`src/rtl/ptst_pkg.sv`:
```
// Package for the polling timer slot table.
// Holds sizes, command and status codes, conversion constants and shared types.
// No dependencies.
`timescale 1ns / 1ps
`default_nettype none

package ptst_pkg;

  // Number of timer slots (1 to 16).
  localparam int SLOTS  = 8;
  localparam int SLOT_W = (SLOTS > 1) ? $clog2(SLOTS) : 1;

  localparam int TIME_W = 16;
  localparam int GOV_W  = 6;
  localparam int ALU_W  = 32;

  // Command codes.
  localparam logic [1:0] CMD_START = 2'd0;
  localparam logic [1:0] CMD_CHECK = 2'd1;
  localparam logic [1:0] CMD_END   = 2'd2;

  // Status codes.
  localparam logic [1:0] ST_OK      = 2'd0;
  localparam logic [1:0] ST_NO_FREE = 2'd1;
  localparam logic [1:0] ST_BAD_ID  = 2'd2;
  localparam logic [1:0] ST_IDLE    = 2'd3;

  // One time base overflow period is 2000 ms; one tick is 30517 ns.
  localparam logic [ALU_W-1:0] PERIOD_MS = 32'd2000;

  // duration / 2000 equals (duration >> 4) / 125, taken as
  // ((duration >> 4) * 4195) >> 19, which is exact for every 16-bit duration.
  localparam int          OV_PRE_SHIFT = 4;
  localparam logic [12:0] OV_RECIP     = 13'd4195;
  localparam int          OV_SHIFT     = 19;
  localparam int          OV_PROD_W    = 25;

  // remainder * 1000000 / 30517 is taken as (remainder * 2199064915) >> 26,
  // which is exact for every remainder below 2000.
  localparam logic [31:0] TK_RECIP  = 32'd2199064915;
  localparam int          TK_SHIFT  = 26;
  localparam int          REM_W     = 11;
  localparam int          TK_PROD_W = 42;

  typedef struct packed {
    logic [TIME_W-1:0] begin_overflows;
    logic [TIME_W-1:0] begin_ticks;
    logic [GOV_W-1:0]  goal_overflows;
    logic [TIME_W-1:0] goal_ticks;
  } ptst_entry_t;

  typedef struct packed {
    logic              set;
    logic [SLOT_W-1:0] set_idx;
    logic              clr;
    logic [SLOT_W-1:0] clr_idx;
  } ptst_slot_cmd_t;

endpackage

`default_nettype wire

```
`src/rtl/ptst_alu.sv`:
```
// Shared subtract and compare unit of the polling timer slot table.
// Depends on ptst_pkg.
`timescale 1ns / 1ps
`default_nettype none

module ptst_alu
  import ptst_pkg::*;
(
  input  wire logic [ALU_W-1:0] a,
  input  wire logic [ALU_W-1:0] b,
  output      logic [ALU_W-1:0] diff,
  output      logic             ge
);

  always_comb begin
    diff = a - b;
    ge   = (a >= b);
  end

endmodule

`default_nettype wire

```
`src/rtl/ptst_slots.sv`:
```
// Slot storage of the polling timer slot table: busy flags and timer entries.
// Depends on ptst_pkg.
`timescale 1ns / 1ps
`default_nettype none

module ptst_slots
  import ptst_pkg::*;
(
  input  wire logic           clk,
  input  wire logic           rst_n,
  input  wire ptst_slot_cmd_t slot_cmd,
  input  wire ptst_entry_t    wr_entry,
  input  wire logic [SLOT_W-1:0] rd_idx,
  output      ptst_entry_t    rd_entry,
  output      logic [SLOTS-1:0] busy_vec
);

  ptst_entry_t      entries_r [SLOTS];
  logic [SLOTS-1:0] busy_r;
  logic [SLOTS-1:0] busy_nxt;

  always_comb begin
    busy_nxt = busy_r;
    if (slot_cmd.set) begin
      busy_nxt[slot_cmd.set_idx] = 1'b1;
    end
    if (slot_cmd.clr) begin
      busy_nxt[slot_cmd.clr_idx] = 1'b0;
    end
  end

  always_ff @(posedge clk) begin
    if (!rst_n) begin
      busy_r <= '0;
    end else begin
      busy_r <= busy_nxt;
    end
  end

  // Entries are only read while their busy flag is set, so they need no reset.
  always_ff @(posedge clk) begin
    if (slot_cmd.set) begin
      entries_r[slot_cmd.set_idx] <= wr_entry;
    end
  end

  assign rd_entry = entries_r[rd_idx];
  assign busy_vec = busy_r;

endmodule

`default_nettype wire

```
`src/rtl/polling_timer_slot_table.sv`:
```
// Top level of the polling timer slot table: command sequencer and result port.
// Depends on ptst_pkg, ptst_alu and ptst_slots.
//
// Usage: a request is offered on the in_ ports and taken at a rising edge where
// start is high and busy is low. Start claims the lowest free slot, check tests
// a slot for expiry against the time base on in_now_overflows/in_now_ticks, and
// end frees a slot. Every request gives exactly one result, shown on the out_
// ports for a single cycle with out_valid high; the receiver cannot stall it.
// Steps from the accepting edge to the strobe cycle:
//   start with a free slot: a reciprocal multiply for duration / 2000, the
//   remainder subtract on the shared unit, and a reciprocal multiply for the
//   tick goal;
//   check on a busy slot: up to five compare steps;
//   every other request: the result is registered at the accepting edge.
// Busy stays high until the result is registered, so one request is in flight
// at a time; a new request may be taken in the cycle its predecessor's strobe
// is shown. Reset clears all busy flags, both error counters and the strobe,
// and holds busy high while rst_n is low.
`timescale 1ns / 1ps
`default_nettype none

module polling_timer_slot_table
  import ptst_pkg::*;
(
  input  wire logic        clk,
  input  wire logic        rst_n,
  input  wire logic        start,
  output      logic        busy,
  input  wire logic [1:0]  in_cmd,
  input  wire logic [15:0] in_duration_ms,
  input  wire logic [3:0]  in_slot,
  input  wire logic [15:0] in_now_overflows,
  input  wire logic [15:0] in_now_ticks,
  output      logic        out_valid,
  output      logic [3:0]  out_handle,
  output      logic [1:0]  out_status,
  output      logic        out_expired,
  output      logic [15:0] out_bad_id_total,
  output      logic [15:0] out_idle_check_total
);

  // Sequencer states.
  localparam logic [3:0] S_IDLE = 4'd0;  // waiting for a request
  localparam logic [3:0] S_OV   = 4'd1;  // duration / 2000 by reciprocal multiply
  localparam logic [3:0] S_REM  = 4'd2;  // duration - 2000 * overflows
  localparam logic [3:0] S_TK   = 4'd3;  // remainder * 1000000 / 30517
  localparam logic [3:0] S_CDOV = 4'd4;  // overflow difference
  localparam logic [3:0] S_CDTK = 4'd5;  // tick difference and wrap test
  localparam logic [3:0] S_CADJ = 4'd6;  // borrow one overflow after a tick wrap
  localparam logic [3:0] S_CGOV = 4'd7;  // compare against goal overflows
  localparam logic [3:0] S_CGTK = 4'd8;  // compare against goal ticks

  logic [3:0]        state_r, state_nxt;
  logic [ALU_W-1:0]  rem_r, rem_nxt;
  logic [GOV_W-1:0]  gov_r, gov_nxt;
  logic [15:0]       dov_r, dov_nxt;
  logic [15:0]       dtk_r, dtk_nxt;
  logic [SLOT_W-1:0] sel_r, sel_nxt;
  logic [15:0]       nov_r, nov_nxt;
  logic [15:0]       ntk_r, ntk_nxt;
  logic [15:0]       bad_cnt_r, bad_cnt_nxt;
  logic [15:0]       idle_cnt_r, idle_cnt_nxt;
  logic              out_valid_r, out_valid_nxt;
  logic [3:0]        out_handle_r, out_handle_nxt;
  logic [1:0]        out_status_r, out_status_nxt;
  logic              out_expired_r, out_expired_nxt;

  logic [ALU_W-1:0]     alu_a, alu_b, alu_diff;
  logic                 alu_ge;
  logic [OV_PROD_W-1:0] ov_prod;
  logic [TK_PROD_W-1:0] tk_prod;

  ptst_slot_cmd_t    slot_cmd;
  ptst_entry_t       wr_entry;
  ptst_entry_t       rd_entry;
  logic [SLOTS-1:0]  busy_vec;

  logic              accept;
  logic              free_any;
  logic [SLOT_W-1:0] free_idx;
  logic              slot_bad;
  logic [SLOT_W-1:0] in_idx;

  ptst_alu u_alu (
    .a    (alu_a),
    .b    (alu_b),
    .diff (alu_diff),
    .ge   (alu_ge)
  );

  ptst_slots u_slots (
    .clk      (clk),
    .rst_n    (rst_n),
    .slot_cmd (slot_cmd),
    .wr_entry (wr_entry),
    .rd_idx   (sel_r),
    .rd_entry (rd_entry),
    .busy_vec (busy_vec)
  );

  assign busy   = (state_r != S_IDLE) || !rst_n;
  assign accept = start && !busy;

  // Lowest free slot; the loop runs from the top so the lowest index wins.
  always_comb begin
    free_any = 1'b0;
    free_idx = '0;
    for (int i = SLOTS - 1; i >= 0; i--) begin
      if (!busy_vec[i]) begin
        free_any = 1'b1;
        free_idx = SLOT_W'(i);
      end
    end
  end

  assign slot_bad = ({1'b0, in_slot} >= 5'(SLOTS));
  assign in_idx   = in_slot[SLOT_W-1:0];

  // Reciprocal products for the duration conversion. The first works on the
  // duration shifted right by four, the second on the remainder below 2000, so it fits in 11 bits.
  assign ov_prod = OV_PROD_W'(rem_r[15:OV_PRE_SHIFT]) * OV_PROD_W'(OV_RECIP);
  assign tk_prod = TK_PROD_W'(rem_r[REM_W-1:0]) * TK_PROD_W'(TK_RECIP);

  always_comb begin
    state_nxt       = state_r;
    rem_nxt         = rem_r;
    gov_nxt         = gov_r;
    dov_nxt         = dov_r;
    dtk_nxt         = dtk_r;
    sel_nxt         = sel_r;
    nov_nxt         = nov_r;
    ntk_nxt         = ntk_r;
    bad_cnt_nxt     = bad_cnt_r;
    idle_cnt_nxt    = idle_cnt_r;
    out_valid_nxt   = 1'b0;
    out_handle_nxt  = out_handle_r;
    out_status_nxt  = out_status_r;
    out_expired_nxt = out_expired_r;
    slot_cmd        = '0;
    alu_a           = rem_r;
    alu_b           = '0;
    wr_entry.begin_overflows = nov_r;
    wr_entry.begin_ticks     = ntk_r;
    wr_entry.goal_overflows  = gov_r;
    wr_entry.goal_ticks      = tk_prod[TK_SHIFT +: TIME_W];

    unique case (state_r)
      S_IDLE: begin
        if (accept) begin
          nov_nxt         = in_now_overflows;
          ntk_nxt         = in_now_ticks;
          out_handle_nxt  = '0;
          out_expired_nxt = 1'b0;
          out_status_nxt  = ST_OK;
          unique case (in_cmd)
            CMD_START: begin
              if (free_any) begin
                sel_nxt   = free_idx;
                rem_nxt   = {16'd0, in_duration_ms};
                state_nxt = S_OV;
              end else begin
                out_status_nxt = ST_NO_FREE;
                out_valid_nxt  = 1'b1;
              end
            end
            CMD_CHECK: begin
              if (slot_bad) begin
                bad_cnt_nxt    = bad_cnt_r + 16'd1;
                out_status_nxt = ST_BAD_ID;
                out_valid_nxt  = 1'b1;
              end else if (!busy_vec[in_idx]) begin
                idle_cnt_nxt   = idle_cnt_r + 16'd1;
                out_status_nxt = ST_IDLE;
                out_valid_nxt  = 1'b1;
              end else begin
                sel_nxt   = in_idx;
                state_nxt = S_CDOV;
              end
            end
            CMD_END: begin
              // An id beyond the table is ignored; freeing an idle slot is harmless.
              if (!slot_bad) begin
                slot_cmd.clr     = 1'b1;
                slot_cmd.clr_idx = in_idx;
              end
              out_valid_nxt = 1'b1;
            end
            default: begin
              out_valid_nxt = 1'b1;
            end
          endcase
        end
      end

      S_OV: begin
        gov_nxt   = ov_prod[OV_SHIFT +: GOV_W];
        state_nxt = S_REM;
      end

      S_REM: begin
        alu_a     = rem_r;
        alu_b     = {26'd0, gov_r} * PERIOD_MS;
        rem_nxt   = alu_diff;
        state_nxt = S_TK;
      end

      S_TK: begin
        slot_cmd.set     = 1'b1;
        slot_cmd.set_idx = sel_r;
        out_handle_nxt   = 4'(sel_r);
        out_status_nxt   = ST_OK;
        out_valid_nxt    = 1'b1;
        state_nxt        = S_IDLE;
      end

      S_CDOV: begin
        alu_a     = {16'd0, nov_r};
        alu_b     = {16'd0, rd_entry.begin_overflows};
        dov_nxt   = alu_diff[15:0];
        state_nxt = S_CDTK;
      end

      S_CDTK: begin
        alu_a   = {16'd0, ntk_r};
        alu_b   = {16'd0, rd_entry.begin_ticks};
        dtk_nxt = alu_diff[15:0];
        if (alu_ge) begin
          state_nxt = S_CGOV;
        end else if (dov_r == 16'd0) begin
          // The ticks wrapped within the same overflow count: not yet expired.
          out_valid_nxt = 1'b1;
          state_nxt     = S_IDLE;
        end else begin
          state_nxt = S_CADJ;
        end
      end

      S_CADJ: begin
        alu_a     = {16'd0, dov_r};
        alu_b     = 32'd1;
        dov_nxt   = alu_diff[15:0];
        state_nxt = S_CGOV;
      end

      S_CGOV: begin
        alu_a = {16'd0, dov_r};
        alu_b = {26'd0, rd_entry.goal_overflows};
        if (!alu_ge) begin
          out_valid_nxt = 1'b1;
          state_nxt     = S_IDLE;
        end else if (alu_diff != '0) begin
          slot_cmd.clr     = 1'b1;
          slot_cmd.clr_idx = sel_r;
          out_expired_nxt  = 1'b1;
          out_valid_nxt    = 1'b1;
          state_nxt        = S_IDLE;
        end else begin
          state_nxt = S_CGTK;
        end
      end

      S_CGTK: begin
        alu_a = {16'd0, dtk_r};
        alu_b = {16'd0, rd_entry.goal_ticks};
        if (alu_ge) begin
          slot_cmd.clr     = 1'b1;
          slot_cmd.clr_idx = sel_r;
          out_expired_nxt  = 1'b1;
        end
        out_valid_nxt = 1'b1;
        state_nxt     = S_IDLE;
      end

      default: begin
        state_nxt = S_IDLE;
      end
    endcase
  end

  always_ff @(posedge clk) begin
    if (!rst_n) begin
      state_r     <= S_IDLE;
      bad_cnt_r   <= '0;
      idle_cnt_r  <= '0;
      out_valid_r <= 1'b0;
    end else begin
      state_r     <= state_nxt;
      bad_cnt_r   <= bad_cnt_nxt;
      idle_cnt_r  <= idle_cnt_nxt;
      out_valid_r <= out_valid_nxt;
    end
  end

  // Datapath and result registers.
  always_ff @(posedge clk) begin
    rem_r         <= rem_nxt;
    gov_r         <= gov_nxt;
    dov_r         <= dov_nxt;
    dtk_r         <= dtk_nxt;
    sel_r         <= sel_nxt;
    nov_r         <= nov_nxt;
    ntk_r         <= ntk_nxt;
    out_handle_r  <= out_handle_nxt;
    out_status_r  <= out_status_nxt;
    out_expired_r <= out_expired_nxt;
  end

  assign out_valid            = out_valid_r;
  assign out_handle           = out_handle_r;
  assign out_status           = out_status_r;
  assign out_expired          = out_expired_r;
  assign out_bad_id_total     = bad_cnt_r;
  assign out_idle_check_total = idle_cnt_r;

endmodule

`default_nettype wire

```
`config.mk`:
```
export PLATFORM = sky130hd
export DESIGN_NAME = polling_timer_slot_table
export DESIGN_NICKNAME = d
export VERILOG_FILES = /design/src/rtl/ptst_pkg.sv /design/src/rtl/ptst_alu.sv /design/src/rtl/ptst_slots.sv /design/src/rtl/polling_timer_slot_table.sv
export SDC_FILE = /design/constraint.sdc
export NUM_CORES = 1
export LEC_CHECK = 0
export ABC_AREA = 1
export BUFFER_PORTS_ARGS = -buffer_cell sky130_fd_sc_hd__buf_2
export CAP_MARGIN = 40
export CORE_MARGIN = 8
export CORE_UTILIZATION = 60
export DETAILED_ROUTE_END_ITERATION = 16
export PLACE_DENSITY_LB_ADDON = 0.2
export SYNTH_ARGS = -nofsm -noshare
export SYNTH_HDL_FRONTEND = slang
export SYNTH_SLANG_ARGS = --single-unit
```
`constraint.sdc`:
```
create_clock -name clk -period 7.9 [get_ports clk]
set_input_delay 1.185 -clock clk [delete_from_list [all_inputs] [get_ports clk]]
set_output_delay 1.185 -clock clk [all_outputs]
set_load 0.02 [all_outputs]
```
==> flow_summary.ini <==
[worst_setup_path]
worst-path-buf-inv = 7
start_kind = register
cp_top_family = adder cells
reg2reg_depth = 35
crit_top_cell = inv_1
required_ns = 8.27
crit_cells = 35
reg2reg_from = gov_r[2]
arrival_ns = 6.87
path_class = reg2reg
crit_path_max_incr_delay_ns = 0.63
slowest_stage = edfxtp_1
crit_start = gov_r[2]
cp-end-kind = register
path_max_fanout = 13

[clock_network]
ctsResizeCount = 0
cts_sinks = 591
cts_tree = done
htree_levels = 2
clock_latency_ns = 0.62
clkTransAtPathRegs_ns = 0.06
cts-buffers-inserted = 58
cts-root-buf = clkbuf_16
clockBufferDepth = 3
postCtsSetupRepairBufs = 0
ctsHoldBuffers = 0

[die]
die_h_um = 247
rows = 84
pin_count = 98
core_sq_mm = 0.0527
die_w_um = 247
dieArea_sq_mm = 0.0609
start_util_pct = 60.7

[global_routing]
grt_usage_pct = 27.4
overflow = 0
antenna_found_initial = 4
grt_max_degree = 112
grt_pass1_wl_um = 130000
first_global_vias = 22800

[yosys]
synthesis.area_sq_mm = 0.0320
synth_nets = 3394
yosysWarnings = 0
synth.top_cell.area_share_pct = 51.0
synth_top_area_cell = edfxtp_1
synth_cells = 3027
avgSynthCellArea_sq_um = 10.6
ys_seq_area_share_pct = 54.0
synth_area_leaders = edfxtp_1 (51%), ha_1 (8.9%), fa_1 (5.1%), nor2_1 (4.5%), o21ai_0 (4.5%)
ys_types = 62
synth_ff_type = edfxtp_1
synth_seq_cells = 591
async_reset_ff_share_pct = 0
synth_edf_count = 543

[finish]
multi_input_area_sq_mm = 0.0129
final.fill_count = 3905
area_growth_pct = 10.1
nNetsFinal = 3485
drive_above_1_share_pct = 9.58
ff_latch_area_sq_mm = 0.0173
diodes = 0
final_cell_mix = edfxtp_1 (543), nor2_1 (379), nand2_1 (375)
layout_commonest_cell = edfxtp_1
final_cells = 3852

[sta]
finalHoldViolCount = 0
min_period_ns = 6.50
fmax_mhz = 154
slew_headroom_pct = 38.1
fin_setup_tns_ns = 0
tightest_slew_ns = 0.925
min_period_over_period_pct = 82.3
grt_setup_unrepaired = no
slew_viol_final = 0
setup_viol_count_final = 0
setup_ws_ns = 1.40
skew_ns = 0.0177

[worst_hold_path]
hold_path_depth = 1
holdCritStartpoint = out_bad_id_total[15]
hold_class = reg2reg

[power]
cellPowerDensity_mw_per_mm2 = 391
power_frac_clock_pct = 18.9
intPower_mw = 8.00
vdd_drop_max_mv = 0.484
pwr-share-comb_pct = 48.4
p_sw_share_pct = 42.0
p_sw_mw = 5.79
leakagePower_nw = 14.0
power_frac_seq_pct = 32.7

[routing]
wl_per_cell_um = 21.9
dr.pass1.iters = 6
ant_nets = 0
drtIter0Drc = 2581
drt_wl_total_um = 84500
drc = 0
vias_per_cell = 6.07
vias = 23400

[place]
gp_congestion = 0.940
pre_cts_ws_ns = 1.55
placedCellCount = 3746
io_buffer_count = 96
place_hpwl_um = 58200

[status]
status = completed

[flow_run]
drv_cap = 0
[power groups by stage]
stage / clock network (mW) / registers, mW / logic, mW
2_1_floorplan: 0 / 4.49 / 4.59
3_3_place_gp: 0 / 4.56 / 6.34
3_5_place_dp: 0 / 4.57 / 6.53
4_1_cts: 2.63 / 4.51 / 6.60
5_1_grt: 2.74 / 4.52 / 7.55
6_report: 2.60 / 4.51 / 6.67
[flip-flops by register name (all words and copies together) (netlist names), 2 cells and up, named ones only]
register / count
u_slots.entries_r: 432
rem_r: 32
dov_r: 16
dtk_r: 16
nov_r: 16
ntk_r: 16
out_bad_id_total: 16
out_idle_check_total: 16
u_slots.busy_vec: 8
gov_r: 6
state_r: 4
out_handle: 3
sel_r: 3
out_status: 2
[layer usage]
metal / share of wire [%] / global-route usage, %
met1: 42 / 38.2
met2: 47 / 44.8
met3: 7.8 / 3.40
met4: 3.0 / 8.31
met5: 0.015 / 0
[layout make-up]
| class | instances | share of cell area, % |
|---|---|---|
| clock buffers | 79 | 4.43 |
| clock inverters | 27 | 0.604 |
| inverters | 378 | 4.05 |
| multi-input cells | 1949 | 36.7 |
| flip-flops and latches | 591 | 49.0 |
| well taps | 688 | 2.44 |
| repair buffers | 140 | 2.73 |
[Yosys cell counts, types with 7 or more instances]
master and count:
nor3_1 24, xor2_1 20, o221ai_1 75, inv_1 363, o22ai_1 38, nor2_1 387, edfxtp_1 543, a22o_1 9
ha_1 228, o211ai_1 28, a221oi_1 16, o211ai_2 12, nand2_1 375, nand2_2 7, a31oi_1 15, a21oi_1 112
fa_1 82, nand4_1 21, o21ai_0 289, o21a_1 9, inv_2 9, clkbuf_1 99, nand3_1 97, nor4_1 9
dfxtp_1 48, nor2_2 11
[path summary, 6_finish.rpt]
path / slack (ns) / end
worst max-delay path: 1.40 / out_expired
worst min-delay path: 0.46 / out_bad_id_total[15]
worst max register to register: 1.40 / out_expired
worst min register to register: 0.46 / out_bad_id_total[15]
[per-stage QoR]
step	hold slack [ns]	util (%)	cell area [sq um]	power (mW)
2_1_floorplan	0.525	-	32000	9.08
3_3_place_gp	0.435	63.1	33200	10.9
3_5_place_dp	0.452	63.5	33400	11.1
4_1_cts	0.463	66.9	35200	13.7
5_1_grt	0.489	66.9	35200	14.8
6_report	0.465	66.9	35200	13.8
[cells by family (layout without fill, tap and decap cells)]
| logic type | Yosys count | in the layout | synth area share, % |
|---|---|---|---|
| other | 1 | 1 | 0.0117 |
| XOR/XNOR | 26 | 26 | 0.712 |
| adder cells (fa/ha/maj) | 310 | 310 | 14.1 |
| AND/OR/NAND/NOR | 974 | 974 | 13.2 |
| buffers and inverters | 487 | 624 | 5.81 |
| AO/OA/AOI/OAI | 638 | 638 | 12.2 |
| flip-flops | 591 | 591 | 54.0 |
Power figures use the tool's default switching activity.
